[src/rtl/core/spcps_pkg.sv]
// ----------------------------------------------------------------------------
// Serial clock prescaler search - package
// Widths, constants and shared types of the prescaler search block.
// ----------------------------------------------------------------------------
`default_nettype none

package spcps_pkg;

   localparam int RATE_W = 31;
   localparam int CLK_W  = 31;
   localparam int PRE_W  = 8;
   localparam int DIV_W  = 8;
   localparam int DSOR_W = PRE_W + RATE_W;

   localparam logic [CLK_W-1:0] CLK_RESET_HZ  = 31'd133000000;
   localparam logic [PRE_W-1:0] PRESCALE_MIN  = 8'd2;
   localparam logic [PRE_W-1:0] PRESCALE_MAX  = 8'd254;
   localparam logic [PRE_W-1:0] PRESCALE_STEP = 8'd2;
   localparam logic [DIV_W-1:0] DIVIDER_MAX   = 8'd255;

   typedef enum logic [2:0] {
      ST_IDLE,
      ST_START1,
      ST_WAIT1,
      ST_START2,
      ST_WAIT2,
      ST_DONE
   } state_type;

   typedef struct packed {
      logic              start;
      logic [CLK_W-1:0]  dividend;
      logic [DSOR_W-1:0] divisor;
   } div_req_type;

   typedef struct packed {
      logic             done;
      logic [CLK_W-1:0] quotient;
   } div_rsp_type;

endpackage

`default_nettype wire

[src/rtl/core/spcps_div.sv]
// ----------------------------------------------------------------------------
// Serial clock prescaler search - divider
// Restoring divider, one quotient bit per cycle, shared by all trials.
// ----------------------------------------------------------------------------
`default_nettype none

module spcps_div (
   input  wire                       clock,
   input  wire                       reset,
   input  spcps_pkg::div_req_type    req,
   output spcps_pkg::div_rsp_type    rsp
);

   localparam int STEPS = spcps_pkg::CLK_W;
   localparam int CNT_W = $clog2(STEPS);
   localparam int DW    = spcps_pkg::DSOR_W;
   localparam int QW    = spcps_pkg::CLK_W;

   logic             busy_ff, busy_in;
   logic             done_ff, done_in;
   logic [CNT_W-1:0] cnt_ff, cnt_in;
   logic [DW-1:0]    rem_ff, rem_in;
   logic [DW-1:0]    dsor_ff, dsor_in;
   logic [QW-1:0]    quo_ff, quo_in;

   logic [DW:0]      trial;
   logic [DW:0]      diff;
   logic             fits;

   assign trial = {rem_ff, quo_ff[QW-1]};
   assign diff  = trial - {1'b0, dsor_ff};
   assign fits  = trial >= {1'b0, dsor_ff};

   always_comb begin
      busy_in = busy_ff;
      done_in = 1'b0;
      cnt_in  = cnt_ff;
      rem_in  = rem_ff;
      dsor_in = dsor_ff;
      quo_in  = quo_ff;
      if (req.start) begin
         busy_in = 1'b1;
         cnt_in  = CNT_W'(STEPS - 1);
         rem_in  = '0;
         dsor_in = req.divisor;
         quo_in  = req.dividend;
      end else if (busy_ff) begin
         rem_in = fits ? diff[DW-1:0] : trial[DW-1:0];
         quo_in = {quo_ff[QW-2:0], fits};
         if (cnt_ff == '0) begin
            busy_in = 1'b0;
            done_in = 1'b1;
         end else begin
            cnt_in = cnt_ff - CNT_W'(1);
         end
      end
   end

   always_ff @(posedge clock) begin
      if (reset) begin
         busy_ff <= 1'b0;
         done_ff <= 1'b0;
      end else begin
         busy_ff <= busy_in;
         done_ff <= done_in;
      end
   end

   always_ff @(posedge clock) begin
      cnt_ff  <= cnt_in;
      rem_ff  <= rem_in;
      dsor_ff <= dsor_in;
      quo_ff  <= quo_in;
   end

   assign rsp.done     = done_ff;
   assign rsp.quotient = quo_ff;

endmodule

`default_nettype wire

[src/rtl/core/spi_clock_prescaler_search.sv]
// ----------------------------------------------------------------------------
// Serial clock prescaler search - top level
// Finds the first even prescaler and rate divider that meet a requested rate.
// ----------------------------------------------------------------------------
// One request is handled at a time and req_tready is low until its result is
// loaded into the output register. Each prescaler tried costs one 31-step pass
// of the shared restoring divider plus set-up and check; a prescaler that passes
// that check costs a second divide. A search tries from one prescaler up to all
// 127; a zero rate answers without a divide. A new request is taken while the
// previous result still waits on rsp_tready.
`default_nettype none

module spi_clock_prescaler_search (
   input  wire         clock,
   input  wire         reset,
   input  wire         req_tvalid,
   output logic        req_tready,
   input  wire  [31:0] req_tdata,   // [30:0] baud_rate
   output logic        rsp_tvalid,
   input  wire         rsp_tready,
   output logic [15:0] rsp_tdata,   // [7:0] prescale_divisor, [15:8] rate_divider
   output logic        rsp_tuser,   // [0] slowest_fallback
   input  wire         csr_we,
   input  wire  [30:0] csr_wdata
);

   localparam int RW = spcps_pkg::RATE_W;
   localparam int CW = spcps_pkg::CLK_W;
   localparam int PW = spcps_pkg::PRE_W;
   localparam int VW = spcps_pkg::DIV_W;
   localparam int DW = spcps_pkg::DSOR_W;

   spcps_pkg::state_type   state_ff, state_in;
   logic [CW-1:0]          clk_hz_ff;
   logic [RW-1:0]          rate_ff, rate_in;
   logic [PW-1:0]          pre_ff, pre_in;
   logic [VW-1:0]          dval_ff, dval_in;
   logic [PW-1:0]          res_pre_ff, res_pre_in;
   logic [VW-1:0]          res_div_ff, res_div_in;
   logic                   res_flag_ff, res_flag_in;
   logic                   rsp_valid_ff, rsp_valid_in;
   logic [PW-1:0]          rsp_pre_ff, rsp_pre_in;
   logic [VW-1:0]          rsp_div_ff, rsp_div_in;
   logic                   rsp_flag_ff, rsp_flag_in;

   spcps_pkg::div_req_type div_req;
   spcps_pkg::div_rsp_type div_rsp;

   logic [RW-1:0]          mul_b;
   logic [CW-1:0]          dec_q;
   logic                   bump;

   spcps_div u_div (
      .clock (clock),
      .reset (reset),
      .req   (div_req),
      .rsp   (div_rsp)
   );

   assign mul_b = (state_ff == spcps_pkg::ST_START2) ?
                  RW'({1'b0, dval_ff} + (VW + 1)'(1)) : rate_ff;
   assign dec_q = (div_rsp.quotient == '0) ? '0 : div_rsp.quotient - CW'(1);
   assign bump  = div_rsp.quotient > rate_ff;

   always_comb begin
      state_in     = state_ff;
      rate_in      = rate_ff;
      pre_in       = pre_ff;
      dval_in      = dval_ff;
      res_pre_in   = res_pre_ff;
      res_div_in   = res_div_ff;
      res_flag_in  = res_flag_ff;
      rsp_valid_in = rsp_valid_ff & ~rsp_tready;
      rsp_pre_in   = rsp_pre_ff;
      rsp_div_in   = rsp_div_ff;
      rsp_flag_in  = rsp_flag_ff;
      div_req.start    = 1'b0;
      div_req.dividend = clk_hz_ff;
      div_req.divisor  = DW'(pre_ff) * DW'(mul_b);
      req_tready   = 1'b0;

      unique case (state_ff)
         spcps_pkg::ST_IDLE: begin
            req_tready = 1'b1;
            if (req_tvalid) begin
               rate_in = req_tdata[RW-1:0];
               pre_in  = spcps_pkg::PRESCALE_MIN;
               if (req_tdata[RW-1:0] == '0) begin
                  res_pre_in  = spcps_pkg::PRESCALE_MAX;
                  res_div_in  = spcps_pkg::DIVIDER_MAX;
                  res_flag_in = 1'b1;
                  state_in    = spcps_pkg::ST_DONE;
               end else begin
                  state_in = spcps_pkg::ST_START1;
               end
            end
         end
         spcps_pkg::ST_START1: begin
            div_req.start = 1'b1;
            state_in      = spcps_pkg::ST_WAIT1;
         end
         spcps_pkg::ST_WAIT1: begin
            if (div_rsp.done) begin
               dval_in = dec_q[VW-1:0];
               if (dec_q > CW'(spcps_pkg::DIVIDER_MAX)) begin
                  if (pre_ff == spcps_pkg::PRESCALE_MAX) begin
                     res_pre_in  = spcps_pkg::PRESCALE_MAX;
                     res_div_in  = spcps_pkg::DIVIDER_MAX;
                     res_flag_in = 1'b1;
                     state_in    = spcps_pkg::ST_DONE;
                  end else begin
                     pre_in   = pre_ff + spcps_pkg::PRESCALE_STEP;
                     state_in = spcps_pkg::ST_START1;
                  end
               end else begin
                  state_in = spcps_pkg::ST_START2;
               end
            end
         end
         spcps_pkg::ST_START2: begin
            div_req.start = 1'b1;
            state_in      = spcps_pkg::ST_WAIT2;
         end
         spcps_pkg::ST_WAIT2: begin
            if (div_rsp.done) begin
               if (bump && (dval_ff == spcps_pkg::DIVIDER_MAX)) begin
                  if (pre_ff == spcps_pkg::PRESCALE_MAX) begin
                     res_pre_in  = spcps_pkg::PRESCALE_MAX;
                     res_div_in  = spcps_pkg::DIVIDER_MAX;
                     res_flag_in = 1'b1;
                     state_in    = spcps_pkg::ST_DONE;
                  end else begin
                     pre_in   = pre_ff + spcps_pkg::PRESCALE_STEP;
                     state_in = spcps_pkg::ST_START1;
                  end
               end else begin
                  res_pre_in  = pre_ff;
                  res_div_in  = dval_ff + VW'(bump);
                  res_flag_in = 1'b0;
                  state_in    = spcps_pkg::ST_DONE;
               end
            end
         end
         spcps_pkg::ST_DONE: begin
            if (!rsp_valid_ff || rsp_tready) begin
               rsp_valid_in = 1'b1;
               rsp_pre_in   = res_pre_ff;
               rsp_div_in   = res_div_ff;
               rsp_flag_in  = res_flag_ff;
               state_in     = spcps_pkg::ST_IDLE;
            end
         end
         default: begin
            state_in = spcps_pkg::ST_IDLE;
         end
      endcase
   end

   always_ff @(posedge clock) begin
      if (reset) begin
         state_ff     <= spcps_pkg::ST_IDLE;
         rsp_valid_ff <= 1'b0;
         clk_hz_ff    <= spcps_pkg::CLK_RESET_HZ;
      end else begin
         state_ff     <= state_in;
         rsp_valid_ff <= rsp_valid_in;
         if (csr_we) begin
            clk_hz_ff <= csr_wdata;
         end
      end
   end

   always_ff @(posedge clock) begin
      rate_ff     <= rate_in;
      pre_ff      <= pre_in;
      dval_ff     <= dval_in;
      res_pre_ff  <= res_pre_in;
      res_div_ff  <= res_div_in;
      res_flag_ff <= res_flag_in;
      rsp_pre_ff  <= rsp_pre_in;
      rsp_div_ff  <= rsp_div_in;
      rsp_flag_ff <= rsp_flag_in;
   end

   assign rsp_tvalid = rsp_valid_ff;
   assign rsp_tdata  = {rsp_div_ff, rsp_pre_ff};
   assign rsp_tuser  = rsp_flag_ff;

endmodule

`default_nettype wire

[config.mk]
export PLATFORM = sky130hd
export DESIGN_NAME = spi_clock_prescaler_search
export DESIGN_NICKNAME = d
export VERILOG_FILES = /design/src/rtl/core/spcps_pkg.sv /design/src/rtl/core/spcps_div.sv /design/src/rtl/core/spi_clock_prescaler_search.sv
export SDC_FILE = /design/constraint.sdc
export NUM_CORES = 1
export LEC_CHECK = 0
export BUFFER_PORTS_ARGS = -buffer_cell sky130_fd_sc_hd__buf_2
export CAP_MARGIN = 20
export CORE_ASPECT_RATIO = 1.1
export CORE_UTILIZATION = 58
export DETAILED_ROUTE_END_ITERATION = 6
export PLACE_DENSITY_LB_ADDON = 0.05
export SLEW_MARGIN = 20
export SYNTH_ARGS = -nofsm -noshare
export SYNTH_HDL_FRONTEND = slang
export SYNTH_SLANG_ARGS = --single-unit
[constraint.sdc]
create_clock -name clock -period 6.4 [get_ports clock]
set_input_delay 0.32 -clock clock [delete_from_list [all_inputs] [get_ports clock]]
set_output_delay 0.32 -clock clock [all_outputs]
set_load 0.01 [all_outputs]
==> flow_summary.toml, run 1 <==
[run_status]
status = "finished clean"

[logic_synthesis]
syn_inst = 2082
netlist.area_leader.share_pct = 23.1
synth_area_um2 = 19400
ys_warn_count = 0
synth_edf_count = 149
synth-seq-area-share_pct = 31.5
postSynth.asyncResetShare_pct = 0
syn_area_per_cell_um2 = 9.30
yosysTopAreaCell = "edfxtp_1"
ys_seq_elements = 230
ys_types = 72
yosys_most_used_dff = "edfxtp_1"
syn_nets = 2454
yosys-top-cells-area = "edfxtp_1 23%, fa_1 15%, ha_1 10%, dfxtp_1 8.4%, inv_1 5.3%"

[clock_tree]
cts_tree = "built"
clk_pin_slew_ns = 0.06
clock_latency_ns = 0.54
htree_levels = 1
cts_max_path_buffers = 3
post_cts_buffers = 0
clock_sinks = 230
cts_made_buffers = 25
cts-root-buf = "clkbuf_16"

[setup_path]
slowest_delay_ns = 0.55
r2r_end = "u_div.dsor_ff[36]$_DFFE_PN_"
crit_top_cell = "fa_1"
reg2reg_setup_slack_ns = 0.31
crit_fanout = 15
cp_slowest_cell = "fa_1"
crit_arrival_ns = 6.38
path_cells = "nand2b_2 -> inv_2 -> buf_4 -> a21oi_1 -> buf_4 -> buf_4 -> nand2_1 -> fa_1 -> inv_1 -> fa_1 -> inv_1 -> fa_1 -> fa_1 -> inv_1 -> ha_1 -> nor3_1 -> nor2_1 -> a31o_2 -> a41oi_2 -> a21oi_1 -> a221o_1 -> a21o_1 -> a21oi_1 -> xnor2_1"
end_kind = "flip-flop"
required_ns = 6.68
critPathBufInv = 7
path_class = "reg -> reg"
startpoint_type = "flip-flop"
r2r_cells = 24
path_delay_family = "adder cells"
rr_startpoint = "state_ff[2]$_SDFFE_PP0P_"

[flow_run]
max-cap-violations = 0

[grt]
grt.overflow.total = 0
antenna_found_initial = 0
first_global_vias = 15300
grt_pass1_wl_um = 75200
grt_start_max_net_pins = 53
grt_usage_pct = 27.3

[placement]
dp_cells = 2578
routabilityCongestion = 0.885
dp_hpwl_um = 34700
io_buffers = 85

[sta]
slew_headroom_pct = 38.5
setup-violations-final = 0
max_slew.worst_pin.slew_ns = 0.923
min_period_ns = 6.09
final_max_slew_viol_count = 0
finalCritPeriodShare_pct = 95.2
fin_skew_ns = 0.0179
hold_viol = 0
fmax_ghz = 0.164

[routing]
drt-pass1-iter-count = 5
wirelength_um = 45800
vias_per_cell = 5.71
drt_iter0_drc = 905
wire_per_inst_um = 17.1
num_vias = 15300
ant_nets = 0
drc_errors = 0

[final_layout]
multiInputGateArea_um2 = 12000
mostFrequentLayoutCells = "270 x inv_1, 225 x nand2_1, 158 x ha_1"
drive_gt1_share_pct = 9.66
regArea_um2 = 6100
fin_cells = 2673
fin_nets = 2600
area_growth_pct = 13.2
mostFrequentLayoutCell = "inv_1"
fill_cells = 2609
n_antenna_cell = 0

[floorplan]
coreArea_um2 = 32500
num_rows = 69
fp.dieW_um = 176
start_util_pct = 59.5
io_pins = 87
dieHeight_um = 194
fp.dieArea_um2 = 34100

[worst_hold_path]
min_from = "csr_wdata[2]"
hold_class = "in -> reg"
hold_depth = 3
hold_path_end = "clk_hz_ff[2]$_SDFFE_PP0P_"
synth_stat cells (all sizes together), types with 27 or more instances:
library cell / number
inv: 272
nand2: 226
ha: 159
edfxtp: 149
fa: 145
nor2: 140
and2: 124
o21ai: 101
a21oi: 85
dfxtp: 81
clkbuf: 60
xnor2: 57
a21o: 50
a31oi: 39
mux2i: 34
and3: 33
xor2: 31
nor3: 27
layer usage:
| metal | up-vias | share of wire [%] | track usage, % |
|---|---|---|---|
| met5 | - | 0 | 0 |
| met3 | 84 | 5.2 | 3.69 |
| li1 | 7390 | - | - |
| met1 | 7381 | 44 | 35.8 |
| met2 | 412 | 48 | 46.0 |
| met4 | 0 | 3.1 | 9.86 |
tightest hold or removal path, cell delays in order:
cell and delay [ns]:
buf_2 0.08, mux2i_1 0.05, nor2_1 0.07
stage by stage:
stage | util, % | hold WS [ns] | setup slack [ns] | TNS, ns | cell area (um^2)
4_1_cts | 67.1 | 0.0000275 | 0.00116 | 0 | 21900
2_1_floorplan | - | 0.419 | 0.125 | 0 | 19400
3_5_place_dp | 63.0 | 0.435 | -0.00242 | -0.00242 | 20500
5_1_grt | 67.3 | 0.0167 | -0.0327 | -0.0442 | 21900
3_3_place_gp | 63.0 | 0.438 | 0.0709 | 0 | 20500
6_report | 67.3 | 0.0166 | 0.309 | 0 | 21900
layout make-up:
type / count / area share (%)
Sequential cell: 230 / 27.8
Inverter: 273 / 4.68
Clock buffer: 31 / 2.96
Tap cell: 426 / 2.43
Clock inverter: 15 / 0.971
Multi-Input combinational cell: 1505 / 54.8
Timing Repair Buffer: 193 / 6.33
sequential cells by signal (all words and copies together), names as in the netlist, 31 cells and up:
| signal | flops |
|---|---|
| clk_hz_ff | 31 |
| u_div.rem_ff | 39 |
| u_div.dsor_ff | 38 |
| rate_ff | 31 |
| u_div.quo_ff | 31 |
cells by family after synthesis:
family | synth area share (%)
flops | 31.5
simple gates | 17.2
buf+inv | 6.83
fa+ha+maj | 25.3
mux | 1.76
xor+xnor | 3.98
compound gates | 13.4
worst max-delay path by stage:
stage	start	endpoint	slack, ns	depth (start not counted)
after global placement	state_ff[2]$_SDFFE_PP0P_	u_div.dsor_ff[36]$_DFFE_PN_	0.07	22
final	state_ff[2]$_SDFFE_PP0P_	u_div.dsor_ff[36]$_DFFE_PN_	0.31	24
after CTS	dval_ff[0]$_DFFE_PP_	u_div.dsor_ff[36]$_DFFE_PN_	0.001	23
after global routing	state_ff[2]$_SDFFE_PP0P_	u_div.dsor_ff[36]$_DFFE_PN_	-0.03	24
after floorplan	state_ff[0]$_SDFFE_PP0P_	u_div.dsor_ff[36]$_DFFE_PN_	0.12	25
after detailed placement	state_ff[2]$_SDFFE_PP0P_	u_div.dsor_ff[36]$_DFFE_PN_	-0.002	22
repair_timing:
item / CTS / global route
endpoints found under the setup margin: 1 / 8
endpoints found under the hold margin: 49 / 0
pin swaps: 0 / 2
resized for setup: 2 / 15
hold buffers: 49 / 0
Power of run 1 is left out: the tool's default activity adds up to more than one toggle a clock period on the data nets, which glitch-free logic cannot reach.
==> run 2, diff against run 1 <==
--- a/config.mk
+++ b/config.mk
@@ -5,10 +5,11 @@
 export SDC_FILE = /design/constraint.sdc
 export NUM_CORES = 1
 export LEC_CHECK = 0
+export ABC_AREA = 1
 export BUFFER_PORTS_ARGS = -buffer_cell sky130_fd_sc_hd__buf_2
 export CAP_MARGIN = 20
 export CORE_ASPECT_RATIO = 1.1
-export CORE_UTILIZATION = 58
+export CORE_UTILIZATION = 64
 export DETAILED_ROUTE_END_ITERATION = 6
 export PLACE_DENSITY_LB_ADDON = 0.05
 export SLEW_MARGIN = 20
==> constraint.sdc (replaced) <==
create_clock -name clock -period 7 [get_ports clock]
set_input_delay 0.35 -clock clock [delete_from_list [all_inputs] [get_ports clock]]
set_output_delay 0.35 -clock clock [all_outputs]
set_load 0.01 [all_outputs]
==> run 2 against run 1 <==
Against the previous run:
- clock-buffer cell count is 4 higher
- the flow now finishes with violations (design-rule violations)
- first-iteration DRC count increased by 66%
- worst hold slack worse by 0.00052 ns
- global-route usage up 9.3 points
- synthesized cell count rose by 27%
- sequential share of layout area down 0.92 points
- wire length rose by 28%
- clock skew up 0.0053 ns
- cell area grew 3.4%
==> flow_summary.toml, run 2 <==
[run_status]
status = "finished with violations"
failed_checks = "design-rule violations"

[final_layout]
fill_cells = 2472
mostFrequentLayoutCell = "nand2_1"
multiInputGateArea_um2 = 12400
drive_gt1_share_pct = 6.58
design_area_um2 = 22700
area_growth_pct = 10.8
reg.largest.list = "u_div.rem_ff x39, u_div.dsor_ff x38"
fin_nets = 3135
max_flop_register = "u_div.rem_ff"
n_antenna_cell = 0
largest_reg_flops = 39
mostFrequentLayoutCells = "494 x nand2_1, 453 x inv_1, 427 x nor2_1"
regArea_um2 = 6100

[logic_synthesis]
ys_warn_count = 0
syn_inst = 2649
synth_xor_area_share_pct = 3.13
synth_compound_area_share_pct = 11.1
synth-simple-area-share_pct = 22.2
yosysTopAreaCell = "edfxtp_1"
yosys-top-cells-area = "edfxtp_1 22%, fa_1 14%, ha_1 9.7%, nand2_1 9.1%, inv_1 8.3%"
syn_area_per_cell_um2 = 7.72
synth_edf_count = 149
yosys_most_used_dff = "edfxtp_1"
netlist.area_leader.share_pct = 21.9
synth_most_common_cell = "nand2_1"
synth_area_um2 = 20500
synthAdderAreaFrac_pct = 23.9
netlist_top_cells_count = "494 x nand2_1, 455 x inv_1, 430 x nor2_1"
syn_nets = 3021
ys_seq_elements = 230
postSynth.asyncResetShare_pct = 0
ys_types = 54
synthMuxAreaShare_pct = 0
synth-seq-area-share_pct = 29.8
synth_top_family_by_area = "adder cells"

[setup_path]
path_class = "reg -> reg"
required_ns = 7.33
end_kind = "flip-flop"
startpoint_type = "flip-flop"
crit_arrival_ns = 6.54
crit_top_cell = "nand2_1"
worstSetupStartpoint = "dval_ff[0]$_DFFE_PP_"
r2r_end = "u_div.dsor_ff[37]$_DFFE_PN_"
slowest_delay_ns = 0.57
reg2reg_setup_slack_ns = 0.79
rr_startpoint = "dval_ff[0]$_DFFE_PP_"
crit_fanout = 7
r2r_cells = 26
cp_slowest_cell = "fa_1"

[worst_hold_path]
hold_depth = 3
hold_class = "in -> reg"
hold_path_end = "clk_hz_ff[17]$_SDFFE_PP0P_"
min_from = "csr_wdata[17]"

[clock_tree]
cts_made_buffers = 26
clock_sinks = 230
post_cts_buffers = 0
cts_max_path_buffers = 3
cts_tree = "built"
htree_levels = 1
clock_latency_ns = 0.58
clk_pin_slew_ns = 0.07
cts-root-buf = "clkbuf_16"

[placement]
io_buffers = 85
placed_area_um2 = 21300
dp_hpwl_um = 45800
pre_cts_ws_ns = 0.840
routabilityCongestion = 0.994

[grt]
grt_usage_pct = 36.6
grt_pass1_wl_um = 92700
grt_start_max_net_pins = 60
antenna_found_initial = 0
first_global_vias = 18400
grt.overflow.total = 0

[sta]
final_max_slew_viol_count = 0
hold_viol = 0
slew_headroom_pct = 31.6
max_slew.worst_pin.slew_ns = 1.03
fmax_ghz = 0.161
finalSetupTns_ns = 0
min_period_ns = 6.21
rsz0062_at_grt = "no"
setup_ws_ns = 0.795
fin_skew_ns = 0.0231
finalCritPeriodShare_pct = 88.6
setup-violations-final = 0

[routing]
drt-pass1-iter-count = 7
wire_per_inst_um = 18.2
ant_nets = 0
drc_errors = 3
num_vias = 18400
wirelength_um = 58400
vias_per_cell = 5.75
drt_iter0_drc = 1499

[flow_run]
max-cap-violations = 0

[floorplan]
dieHeight_um = 190
fp.dieW_um = 172
num_rows = 68
start_util_pct = 65.2
io_pins = 87
coreArea_um2 = 31400
fp.dieArea_um2 = 32700
-- run 2: layout make-up --
class,instances,share of cell area [%]
Inverter,459,7.62
Clock inverter,13,0.629
Multi-Input combinational cell,1895,54.6
Tap cell,420,2.32
Sequential cell,230,26.9
Clock buffer,35,3.34
Timing Repair Buffer,151,4.57
-- run 2: through the flow --
stage,instances,hold slack (ns),util [%]
3_5_place_dp,3109,0.438,67.8
3_3_place_gp,3109,0.433,67.8
4_1_cts,3203,0.00130,72.2
2_1_floorplan,2649,0.412,-
6_report,3203,0.0161,72.2
5_1_grt,3203,0.0186,72.2
-- run 2: what timing repair did --
action                                 in CTS  in global routing
resized for setup                           0                  0
endpoints found under the hold margin      46                  0
hold buffers                               46                  0
-- run 2: worst max-delay path by stage --
stage	endpoint	slack, ns	depth (start not counted)
5_1_grt	u_div.dsor_ff[37]$_DFFE_PN_	0.37	26
2_1_floorplan	u_div.dsor_ff[34]$_DFFE_PN_	1.49	26
6_report	u_div.dsor_ff[37]$_DFFE_PN_	0.79	26
3_5_place_dp	u_div.dsor_ff[37]$_DFFE_PN_	0.84	26
4_1_cts	u_div.dsor_ff[37]$_DFFE_PN_	0.84	26
3_3_place_gp	u_div.dsor_ff[37]$_DFFE_PN_	0.97	26
-- run 2: metal layers --
metal	GRT usage [%]	part of all wire, %	wire length, um
met1	42.0	38	22000
met2	65.7	50	29400
met3	4.52	5.9	3460
met4	20.2	6.1	3550
met5	0	0	0
-- run 2: worst max-delay path, delay by kind of cell, from the launching register on --
kind                     cells  cell delay (ns)
adder cells (fa/ha/maj)      6             2.68
AO/OA/AOI/OAI                7             1.58
AND/OR/NAND/NOR              8             0.78
flip-flops                   1             0.45
XOR/XNOR                     2             0.31
buffers and inverters        3             0.16
-- run 2: cells by family after synthesis --
family          after synthesis
fa+ha+maj                   304
simple gates               1118
flops                       230
buf+inv                     524
compound gates              400
xor+xnor                     73
Power of run 2 is left out for the same reason.
